File: config.mk
export PLATFORM = sky130hd
export DESIGN_NAME = ppp_ctrl
export DESIGN_NICKNAME = d
export VERILOG_FILES = /design/src/hw/rtl/ppp_pkg.sv /design/src/hw/rtl/ppp_ctrl.sv
export SDC_FILE = /design/constraint.sdc
export NUM_CORES = 1
export LEC_CHECK = 0
export BUFFER_PORTS_ARGS = -buffer_cell sky130_fd_sc_hd__clkbuf_2
export CAP_MARGIN = 0
export CORE_AREA = 2 2 39 41
export CTS_CLUSTER_SIZE = 16
export DETAILED_ROUTE_END_ITERATION = 16
export DIE_AREA = 0 0 41 43
export PLACE_DENSITY = 0.69
export SLEW_MARGIN = 20
export SYNTH_ARGS = -nofsm -noshare
export SYNTH_HDL_FRONTEND = slang
export SYNTH_SLANG_ARGS = --single-unit
File: constraint.sdc
create_clock -name clk -period 1.6 [get_ports clk]
set_input_delay 0.24 -clock clk [delete_from_list [all_inputs] [get_ports clk]]
set_output_delay 0.24 -clock clk [all_outputs]
set_load 0.05 [all_outputs]
File: src/hw/rtl/ppp_pkg.sv
package ppp_pkg;

  localparam int DATA_W   = 32;
  localparam int PROD_W   = 64;
  localparam int NDC_W    = 48;
  localparam int DIM_W    = 14;
  localparam int IDX_W    = 4;
  localparam int QUOT_W   = 62;

  localparam logic KIND_LOAD    = 1'b0;
  localparam logic KIND_PROJECT = 1'b1;

  localparam logic CFG_WIDTH  = 1'b0;
  localparam logic CFG_HEIGHT = 1'b1;

  typedef enum logic [2:0] {
    OP_IDLE,
    OP_MAC,
    OP_CHECK,
    OP_DIV,
    OP_MAP
  } op_t;

  typedef struct packed {
    op_t        op;
    logic [1:0] row;
    logic [1:0] col;
    logic       start;
    logic       axis;
  } dp_cmd_t;

  typedef struct packed {
    logic visible;
    logic div_done;
  } dp_status_t;

endpackage

File: src/hw/rtl/ppp_ctrl.sv
module ppp_ctrl
  import ppp_pkg::*;
(
  input  logic       clk,
  input  logic       rst_n,
  input  logic       in_valid,
  input  logic       in_kind,
  output logic       in_stall,
  input  logic       out_valid,
  input  logic       out_stall,
  input  dp_status_t status,
  output dp_cmd_t    cmd,
  output logic       load_en,
  output logic       out_set
);

  typedef enum logic [2:0] {
    S_IDLE, S_MAC, S_CHECK, S_DIV_START, S_DIV, S_MAP, S_DONE
  } state_t;

  state_t     state_r;
  logic [1:0] row_r;
  logic [1:0] col_r;
  logic       axis_r;

  logic take;

  assign in_stall = (state_r != S_IDLE) || (out_valid && out_stall);
  assign take     = in_valid && !in_stall;
  assign load_en  = take && (in_kind == KIND_LOAD);

  always_comb begin
    cmd       = '0;
    cmd.op    = OP_IDLE;
    cmd.row   = row_r;
    cmd.col   = col_r;
    cmd.axis  = axis_r;
    out_set   = 1'b0;
    unique case (state_r)
      S_IDLE:      cmd.op = OP_IDLE;
      S_MAC:       cmd.op = OP_MAC;
      S_CHECK:     cmd.op = OP_CHECK;
      S_DIV_START: begin
        cmd.op    = OP_DIV;
        cmd.start = 1'b1;
      end
      S_DIV:       cmd.op = OP_DIV;
      S_MAP:       cmd.op = OP_MAP;
      S_DONE:      out_set = 1'b1;
      default:     cmd.op = OP_IDLE;
    endcase
  end

  always_ff @(posedge clk) begin
    if (!rst_n) begin
      state_r <= S_IDLE;
      row_r   <= '0;
      col_r   <= '0;
      axis_r  <= 1'b0;
    end else begin
      unique case (state_r)
        S_IDLE: begin
          if (take && in_kind == KIND_PROJECT) begin
            state_r <= S_MAC;
            row_r   <= '0;
            col_r   <= '0;
          end
        end
        S_MAC: begin
          col_r <= col_r + 2'd1;
          if (col_r == 2'd3) begin
            if (row_r == 2'd2) begin
              state_r <= S_CHECK;
            end else begin
              row_r <= row_r + 2'd1;
            end
          end
        end
        S_CHECK: begin
          axis_r  <= 1'b0;
          state_r <= status.visible ? S_DIV_START : S_DONE;
        end
        S_DIV_START: state_r <= S_DIV;
        S_DIV: begin
          if (status.div_done) begin
            state_r <= S_MAP;
          end
        end
        S_MAP: begin
          if (axis_r) begin
            state_r <= S_DONE;
          end else begin
            axis_r  <= 1'b1;
            state_r <= S_DIV_START;
          end
        end
        S_DONE:  state_r <= S_IDLE;
        default: state_r <= S_IDLE;
      endcase
    end
  end

endmodule

After elaboration in Yosys (flattened, before gate mapping). Cells that the tools add are included.

Bits in registers: 8. Bits of input ports: 8. Output and inout port bits: 12. Word-level logic and storage cells: 50.

$add $sub $neg: 2. Equality and inequality tests: 13. Mux-type cells: 16. Bitwise gates (word level): 1. Reduce and logical (&&, ||, !) cells: 14.

Operators with widths (number): 3-bit 2-to-1 mux (6); 3-bit one-hot mux with 6 select lines (1); 3-bit one-hot mux with 4 select lines (1); 2-bit != test (second input constant) (5); 3-bit == test (second input constant) (3); 2-bit one-hot mux with 2 select lines (2); 4-bit AND reduction (2); 3-bit by 2-bit == test with 1-bit output (second input constant) (2); 2-bit 2-to-1 mux (3); 2-bit by 1-bit adder with 2-bit output (second input constant) (2); 2-bit == test (second input constant) (2); 1-bit logical AND (4); 2-bit nonzero test (2); 3-bit by 1-bit == test with 1-bit output (second input constant) (1); 3-bit zero test (1); 3-bit nonzero test (1); 1-bit 2-to-1 mux (2); 1-bit one-hot mux with 2 select lines (1); 2-bit AND reduction (1); 2-bit OR reduction (1); 1-bit zero test (1); 1-bit logical OR (1); 1-bit NOT (1).

Logic depth before layout (Yosys ltp). Gate-level depths: netlist of run 1.

Depth after elaboration: 7. Depth in mapped cells: 6. Depth with buffers taken out: 6.

Least setup slack after synthesis of run 1. No wires, ideal clock.

Kind: register to output. From: reg state_r[2]. To: out load_en. Data arrival time: 2.253 ns. Required time: 1.360 ns. Slack: -0.893 ns. Cell stages (with the launch flop): 5. Buffers on the path: 1. Cells stage by stage: dfxtp_1 > buf_6 > nor3_1 > nand2_1 > nor3b_1.

Cells in the longest elaborated chain, start to end: 5.

RTL lines: start: declaration (RTL line ppp_ctrl.sv:21) `state_t state_r;`; start signal: assignment (RTL line ppp_ctrl.sv:81) `state_r <= status.visible ? S_DIV_START : S_DONE;`; 3-bit nonzero test (RTL line ppp_ctrl.sv:28) `assign in_stall = (state_r != S_IDLE) || (out_valid && out_stall);`; 1-bit logical OR (RTL line ppp_ctrl.sv:28); via in_stall (RTL line ppp_ctrl.sv:8) `output logic in_stall,`; 1-bit zero test (RTL line ppp_ctrl.sv:29) `assign take = in_valid && !in_stall;`; 1-bit logical AND (RTL line ppp_ctrl.sv:29); 1-bit logical AND (RTL line ppp_ctrl.sv:30) `assign load_en = take && (in_kind == KIND_LOAD);`; end: declaration (RTL line ppp_ctrl.sv:13) `output logic load_en,`.

The timed path passes the listed nets, and every way through them passes these cells.

Worst setup path in the final report of run 1.
From: reg state_r[0]. To: out load_en.

Cells in the longest elaborated chain, start to end: 5.

RTL lines (RTL line): 3-bit nonzero test (ppp_ctrl.sv:28); 1-bit logical OR (ppp_ctrl.sv:28); 1-bit zero test (ppp_ctrl.sv:29); 1-bit logical AND (ppp_ctrl.sv:29); 1-bit logical AND (ppp_ctrl.sv:30).

Every way passes these cells.

==> impl_metrics.yaml, run 1 <==
global_route:
  grt_pass1_wl_um: 1883
  track_usage: 0.1583
  grt_max_degree: 11
  grt_overflow: 0
  grt_pass1_vias: 463
  antenna_found_initial: 0
synth:
  synth_nets: 81
  ys_async_sr_fraction: 0
  synth_cell_types: 30
  yosysSeqAreaShare: 0.2876
  netlist_top_cells_area: "dfxtp_1, a21boi_0, nand2_1"
  syn_area_per_cell_um2: 7.842
  yosys.area.top_type: "dfxtp_1"
  synth_top_area_share: 0.2876
  syn_area_um2: 556.8
  synth_cells: 71
  synthFlopType: "dfxtp_1"
  synth_edf_count: 0
  ys_warn_count: 0
  ys_seq_elements: 8
critical_path:
  worst-path-max-fanout: 10
  crit_arrival_ns: 1.32
  crit_type: "reg -> out"
  critical-path-top-delay-family: "simple AND/OR/NAND/NOR gates"
  path_buf_inv: 1
  worst_setup_path_start_kind: "register"
  cp_data_required_time_ns: 1.36
  slowest_delay_ns: 0.38
  cp-end-kind: "output port"
  crit_chain: "nor3_2 > nand2_2 > nor3b_4 > buf_8"
  worst_path_max_delay_cell: "dfxtp_4"
detailed_routing:
  viasPerCell: 5.271
  drt_iter0_drc: 10
  drc: 0
  routed_wirelength_um: 1223
  drtPass1Iterations: 4
  route.vias.total: 564
  drt.antenna.violating_nets: 0
  wl_per_cell_um: 11.43
pwr:
  ir_worst_vdd_mv: 0.7077
  leakage_nw: 0.3404
  p_per_area_mw_per_mm2: 1850
  total_power_mw: 1.356
floorplan:
  die_area_mm2: 0.001763
  die_w_um: 41
  coreArea_mm2: 0.001384
  num_io_pins: 20
  initial_core_util: 0.4024
  dieHeight_um: 43
  rows: 14
cells_and_area:
  diodes: 0
  layout_commonest_cell: "clkbuf_2"
  fin_area_um2: 733.2
  utilization: 0.5298
  num-nets-final: 103
  area_growth_pct: 31.69
  multiInputGateArea_um2: 367.9
  ff_latch_area_um2: 166.4
  fin_cells: 107
  drive_gt1_frac: 0.4066
  num-fill-cells: 141
  mostFrequentLayoutCells: "clkbuf_2, nand2_1, nor2_1, dfxtp_1"
sta:
  slew_headroom: 0.8169
  hold-worst-slack_ns: 0.2858
  fin_crit_sh: 0.9776
  fin_skew_ns: 0.004157
  hold_viol: 0
  setup_viol: 0
  worstMarginPinSlew_ns: 0.2710
  setup_slack_ns: 0.03584
  fmax_ghz: 0.6393
  setup_tns_ns: 0
  slew_violations: 0
  fin_crit_ns: 1.564
  rsz0062_at_grt: "true"
placement:
  dp_cells: 104
  place.gp.congestion: 0.7454
  dp_hpwl_um: 925.6
  dpl_cell_area_um2: 674.4
  portBuffers: 19
  dp_slack_ns: 0.07907
cts:
  cts.clk_slew.worst_paths_ns: 0.06
  clock-sinks: 8
  cts_tree: "yes"
  postCtsHoldBufs: 0
  clock-root-buffer: "clkbuf_4"
  h-tree-depth: 1
  cts_buffer_depth: 2
  clock_latency_ns: 0.25
  postCtsResizedCells: 6
  cts_setup_buffers: 0
  cts_buffers: 3
run:
  drv_cap: 0
hold_path:
  hold_path_class: "in -> reg"
outcome:
  status: "finished clean"
[report_power, final]
part	switching, mW	internal (mW)	leakage (nW)	total [mW]
Combinational	0.550	0.320	0.260	0.869
Sequential	0.0762	0.252	0.0666	0.328
Clock	0.0729	0.0862	0.0138	0.159
Total	0.699	0.657	0.340	1.36
[flip-flops by register name, summed over array words and instances (netlist names)]
| name | flops |
|---|---|
| row_r | 2 |
| state_r | 3 |
| axis_r | 1 |
| col_r | 2 |
[worst reg2reg max path: cells and delay by family, from the launching register on]
| family | cells | cell delay [ns] |
|---|---|---|
| AND/OR/NAND/NOR | 3 | 0.56 |
| flip-flops | 1 | 0.38 |
| buffers and inverters | 1 | 0.19 |
| AO/OA/AOI/OAI | 1 | 0.16 |
[metal layers]
metal | global-route usage | vias up | share of wire
met4 | 0.1000 | 0 | 0.017
met5 | 0 | - | 0
li1 | - | 294 | -
met3 | 0.01571 | 2 | 0.032
met2 | 0.2406 | 9 | 0.50
met1 | 0.2020 | 259 | 0.45
[cell families after synthesis]
| kind of cell | Yosys count | synth area share |
|---|---|---|
| AND/OR/NAND/NOR | 35 | 0.3416 |
| AO/OA/AOI/OAI | 17 | 0.2090 |
| buffers and inverters | 8 | 0.09887 |
| flip-flops | 8 | 0.2876 |
| adder cells (fa/ha/maj) | 2 | 0.04494 |
| multiplexers | 1 | 0.01798 |
[synth_stat cells (2+ instances only)]
cell type and count:
dfxtp_1 8, nor3_1 2, ha_1 2, buf_6 2
a21boi_0 4, o21a_1 2, nand3_1 4, and3_1 4
o21ai_0 5, nand2b_1 2, nand2_1 8, inv_1 2
nor3b_1 2, nor2_1 8
[final timing paths]
path                    from       end  slack (ns)  depth (start not counted)
setup / recovery  state_r[0]   load_en        0.04                          4
hold / removal         rst_n  col_r[0]        0.29                          2
setup reg to reg  state_r[1]  row_r[1]        0.22                          5
hold reg to reg     row_r[0]  row_r[0]        0.50                          2
[cell type report]
| cell class | count | share of cell area |
|---|---|---|
| Inverter | 3 | 0.02218 |
| Timing Repair Buffer | 22 | 0.1911 |
| Clock buffer | 3 | 0.03072 |
| Tap cell | 16 | 0.02730 |
| Sequential cell | 8 | 0.2270 |
| Multi-Input combinational cell | 55 | 0.5017 |
(Power assumes the default switching activity.)
==> inputs of run 2 (changes only) <==
--- a/config.mk
+++ b/config.mk
@@ -12,7 +12,9 @@
 export DETAILED_ROUTE_END_ITERATION = 16
 export DIE_AREA = 0 0 41 43
 export PLACE_DENSITY = 0.69
+export SETUP_SLACK_MARGIN = 0.15
 export SLEW_MARGIN = 20
 export SYNTH_ARGS = -nofsm -noshare
 export SYNTH_HDL_FRONTEND = slang
 export SYNTH_SLANG_ARGS = --single-unit
+export TNS_END_PERCENT = 100
==> impl_metrics.yaml, run 2 (same netlist as run 1, synthesis figures left out) <==
sta:
  fin_skew_ns: 0.005090
  worstMarginPinSlew_ns: 0.3096
  setup_viol: 0
  slew_violations: 0
  rsz0062_at_grt: "true"
  fin_crit_ns: 1.545
  slew_headroom: 0.7909
  setup_tns_ns: 0
  hold_viol: 0
  fmax_ghz: 0.6473
  fin_crit_sh: 0.9655
cts:
  cts_tree: "yes"
  cts_buffers: 3
  clock_latency_ns: 0.26
  cts.clk_slew.worst_paths_ns: 0.06
  postCtsHoldBufs: 0
  clock-root-buffer: "clkbuf_4"
  h-tree-depth: 1
  clock-sinks: 8
  cts_buffer_depth: 2
pwr:
  ir_worst_vdd_mv: 0.8106
  leakage_nw: 0.3954
  p_int_mw: 0.8699
  pwr-share-seq: 0.194
  p_comb_frac: 0.699
  switching_share: 0.4787
  p_per_area_mw_per_mm2: 1894
  total_power_mw: 1.669
  pwr-share-clk: 0.106
  p_switching_mw: 0.7988
detailed_routing:
  routed_wirelength_um: 1403
  viasPerCell: 5.209
  wl_per_cell_um: 12.20
  drtPass1Iterations: 3
  drt_iter0_drc: 7
  drc: 0
  drt.antenna.violating_nets: 0
  route.vias.total: 599
floorplan:
  initial_core_util: 0.4024
  coreArea_mm2: 0.001384
  num_io_pins: 20
  die_w_um: 41
  rows: 14
  die_area_mm2: 0.001763
  dieHeight_um: 43
cells_and_area:
  reg_top3: "state_r: 3 flops, col_r: 2 flops, row_r: 2 flops"
  layout_commonest_cell: "clkbuf_2"
  num-nets-final: 110
  drive_gt1_frac: 0.5354
  diodes: 0
  num-fill-cells: 108
  largest_reg_flops: 3
  regMostFlops: "state_r"
  mostFrequentLayoutCells: "clkbuf_2, buf_4, nor2_1, nand2_1"
  area_growth_pct: 58.20
hold_path:
  worstHoldStart: "rst_n"
  hold_path_class: "in -> reg"
placement:
  portBuffers: 19
  dp_hpwl_um: 931.7
  place.gp.congestion: 0.7966
critical_path:
  crit_arrival_ns: 1.30
  worst-path-max-fanout: 3
  r2r_start: "state_r[0]"
  r2r_slack_ns: 0.13
  slowest_delay_ns: 0.35
  cp-end-kind: "output port"
  worst_setup_path_start_kind: "register"
  critPathLaunch: "state_r[0]"
  crit_chain: "nor3_4 > nand2_4 > nor3b_4 > buf_8"
  worst_path_max_delay_cell: "dfxtp_4"
  crit_type: "reg -> out"
  cp_data_required_time_ns: 1.36
global_route:
  track_usage: 0.1875
  grt_pass1_wl_um: 2173
  grt_max_degree: 10
  grt_pass1_vias: 525
  grt_overflow: 0
  antenna_found_initial: 0
run:
  drv_cap: 0
outcome:
  status: "finished clean"
## run 2: repair_timing
item	CTS	global route
gates resized for setup	17	15
pin swaps	3	5
buffers inserted	4	3
setup endpoints to repair	9	10
## run 2: final cells by class
class	instances	area, um2	share of cell area
clock buffers	4	26.28	0.02983
inverters	3	18.77	0.02131
multi-input cells	55	410.4	0.4659
flip-flops and latches	8	176.4	0.2003
well taps	16	20.02	0.02273
repair buffers	29	229.0	0.2599
## run 2: layer usage
metal  vias up  GRT usage  wire, um
met5         -          0         0
met4         0     0.1400        15
met3         2    0.04712        49
met2        10     0.2719       714
met1       274     0.2248       624
li1        313          -         -
## run 2: critical path, delay by kind of cell (launching register included)
family / cells / cell delay (ns)
buffers and inverters: 1 / 0.17
AND/OR/NAND/NOR: 3 / 0.53
flip-flops: 1 / 0.35
## run 2: power groups by stage
stage	sequential [mW]	clock, mW	combinational (mW)
2_1_floorplan	0.319	0	0.715
3_3_place_gp	0.323	0	0.836
3_5_place_dp	0.324	0	0.837
4_1_cts	0.323	0.180	1.03
5_1_grt	0.334	0.190	1.25
6_report	0.324	0.178	1.17
## run 2: path summary, 6_finish.rpt
check	end	cells after the start
worst max-delay path	load_en	4
worst min-delay path	col_r[0]	2
worst max register to register	col_r[0]	6
worst min register to register	row_r[0]	2
## run 2: through the flow
stage	worst slack [ns]	instances	cell area, um2	hold slack (ns)	utilization
final	0.05521	115	880.8	0.2832	0.6365
after global routing	-0.001414	115	880.8	0.2917	0.6365
after CTS	0.05231	112	819.5	0.2788	0.5922
after detailed placement	0.09718	104	705.7	0.4940	0.5099
after global placement	0.1352	104	705.7	0.4875	0.5099
after floorplan	-0.02024	71	606.8	0.3574	-
==> inputs of run 3 (changes only) <==
--- a/config.mk
+++ b/config.mk
@@ -12,6 +12,7 @@
 export DETAILED_ROUTE_END_ITERATION = 16
 export DIE_AREA = 0 0 41 43
 export PLACE_DENSITY = 0.69
+export RECOVER_POWER = 50
 export SETUP_SLACK_MARGIN = 0.15
 export SLEW_MARGIN = 20
 export SYNTH_ARGS = -nofsm -noshare
==> impl_metrics.yaml, run 3 (same netlist as run 1, synthesis figures left out) <==
cells_and_area:
  utilization: 0.6203
  fin_cells: 115
  ff_latch_area_um2: 172.7
  drive_gt1_frac: 0.4646
  reg_top3: "state_r: 3 flops, col_r: 2 flops, row_r: 2 flops"
  multiInputGateArea_um2: 397.9
  largest_reg_flops: 3
  mostFrequentLayoutCells: "buf_4, nor2_1, nand2_1, clkbuf_2, clkbuf_1"
  diodes: 0
  regMostFlops: "state_r"
  num-fill-cells: 114
  area_growth_pct: 54.16
  layout_commonest_cell: "buf_4"
  num-nets-final: 110
pwr:
  pwr-share-seq: 0.192
  switching_share: 0.4822
  ir_worst_vdd_mv: 0.8111
  p_switching_mw: 0.8001
  leakage_nw: 0.3766
  p_per_area_mw_per_mm2: 1933
  pwr-share-clk: 0.106
  p_int_mw: 0.8591
  p_comb_frac: 0.702
critical_path:
  crit_arrival_ns: 1.31
  crit_type: "reg -> out"
  critPathLaunch: "state_r[0]"
  r2r_start: "state_r[0]"
  worst_path_max_delay_cell: "dfxtp_1"
  cp_data_required_time_ns: 1.36
  cp-end-kind: "output port"
  worst-path-max-fanout: 3
  slowest_delay_ns: 0.34
  worst_setup_path_start_kind: "register"
  crit_chain: "nor3_4 > nand2_4 > nor3b_4 > buf_8"
detailed_routing:
  drt.antenna.violating_nets: 0
  wl_met3_um: 46
  viasPerCell: 5.148
  drc: 0
  drt_iter0_drc: 4
  drtPass1Iterations: 4
  wl_met2_um: 715
  highest_layer: "met4"
  wl_per_cell_um: 12.17
  wl_met1_um: 623
  routed_wirelength_um: 1400
  route.vias.total: 592
cts:
  cts_tree: "yes"
  clock-sinks: 8
  clock_latency_ns: 0.26
  cts_buffers: 3
  clock-root-buffer: "clkbuf_4"
  h-tree-depth: 1
  cts_buffer_depth: 2
  postCtsHoldBufs: 0
  cts.clk_slew.worst_paths_ns: 0.06
sta:
  slew_violations: 0
  setup_viol: 0
  fin_crit_sh: 0.9672
  hold-worst-slack_ns: 0.2862
  rsz0062_at_grt: "true"
  fin_crit_ns: 1.547
  setup_slack_ns: 0.05255
  fin_skew_ns: 0.004789
  slew_headroom: 0.6064
  hold_viol: 0
  worstMarginPinSlew_ns: 0.5930
  fmax_ghz: 0.6462
floorplan:
  num_io_pins: 20
  die_area_mm2: 0.001763
  coreArea_mm2: 0.001384
  rows: 14
  dieHeight_um: 43
  initial_core_util: 0.4024
  die_w_um: 41
global_route:
  track_usage: 0.1875
  grt_pass1_vias: 525
  antenna_found_initial: 0
  grt_max_degree: 10
  grt_overflow: 0
  grt_pass1_wl_um: 2173
hold_path:
  worstHoldStart: "rst_n"
  hold_path_class: "in -> reg"
placement:
  dp_cells: 104
  place.gp.congestion: 0.7966
  dp_hpwl_um: 931.7
  portBuffers: 19
  dp_slack_ns: 0.09718
outcome:
  status: "finished clean"
run:
  drv_cap: 0
-- run 3: cell counts in the layout (fill, tap and decap cells not counted) --
No cell type changed its count.
-- run 3: path summary, 6_finish.rpt --
| path | endpoint | slack, ns | cells after the start |
|---|---|---|---|
| worst max-delay path | load_en | 0.05 | 4 |
| worst min-delay path | col_r[0] | 0.29 | 2 |
| worst min register to register | row_r[0] | 0.50 | 2 |
| worst max register to register | col_r[0] | 0.14 | 6 |
-- run 3: what timing repair did --
action	CTS	global route
endpoints found under the setup margin	9	10
pin swaps	3	5
buffers inserted	4	3
resized for setup	17	15
-- run 3: power groups by stage --
stage,logic [mW],clock network [mW],registers [mW]
finish,1.16,0.176,0.318
global route,1.24,0.190,0.328
CTS,1.03,0.180,0.323
detailed placement,0.837,0,0.324
global placement,0.836,0,0.323
floorplan,0.715,0,0.319
-- run 3: metrics by stage --
step / power [mW] / setup TNS, ns / instance area (um2)
3_3_place_gp: 1.159 / 0 / 705.7
3_5_place_dp: 1.162 / 0 / 705.7
5_1_grt: 1.763 / -0.01151 / 858.3
2_1_floorplan: 1.034 / -0.02024 / 606.8
6_report: 1.659 / 0 / 858.3
4_1_cts: 1.530 / 0 / 819.5
-- run 3: final cells by class --
type | instances | area share
clock buffer | 4 | 0.03061
tap | 16 | 0.02332
timing repair buffer | 29 | 0.2595
inverter | 3 | 0.02187
multi-input combinational | 55 | 0.4636
sequential | 8 | 0.2012
-- run 3: per-layer routing --
metal / track usage / up-vias
li1: - / 312
met1: 0.2248 / 270
met4: 0.1400 / 0
met3: 0.04712 / 2
met2: 0.2719 / 8
met5: 0 / -
-- run 3: worst max-delay path, delay by kind of cell (launching register included) --
kind	cells	cell delay (ns)
simple gates	3	0.54
flops	1	0.34
buf+inv	1	0.17
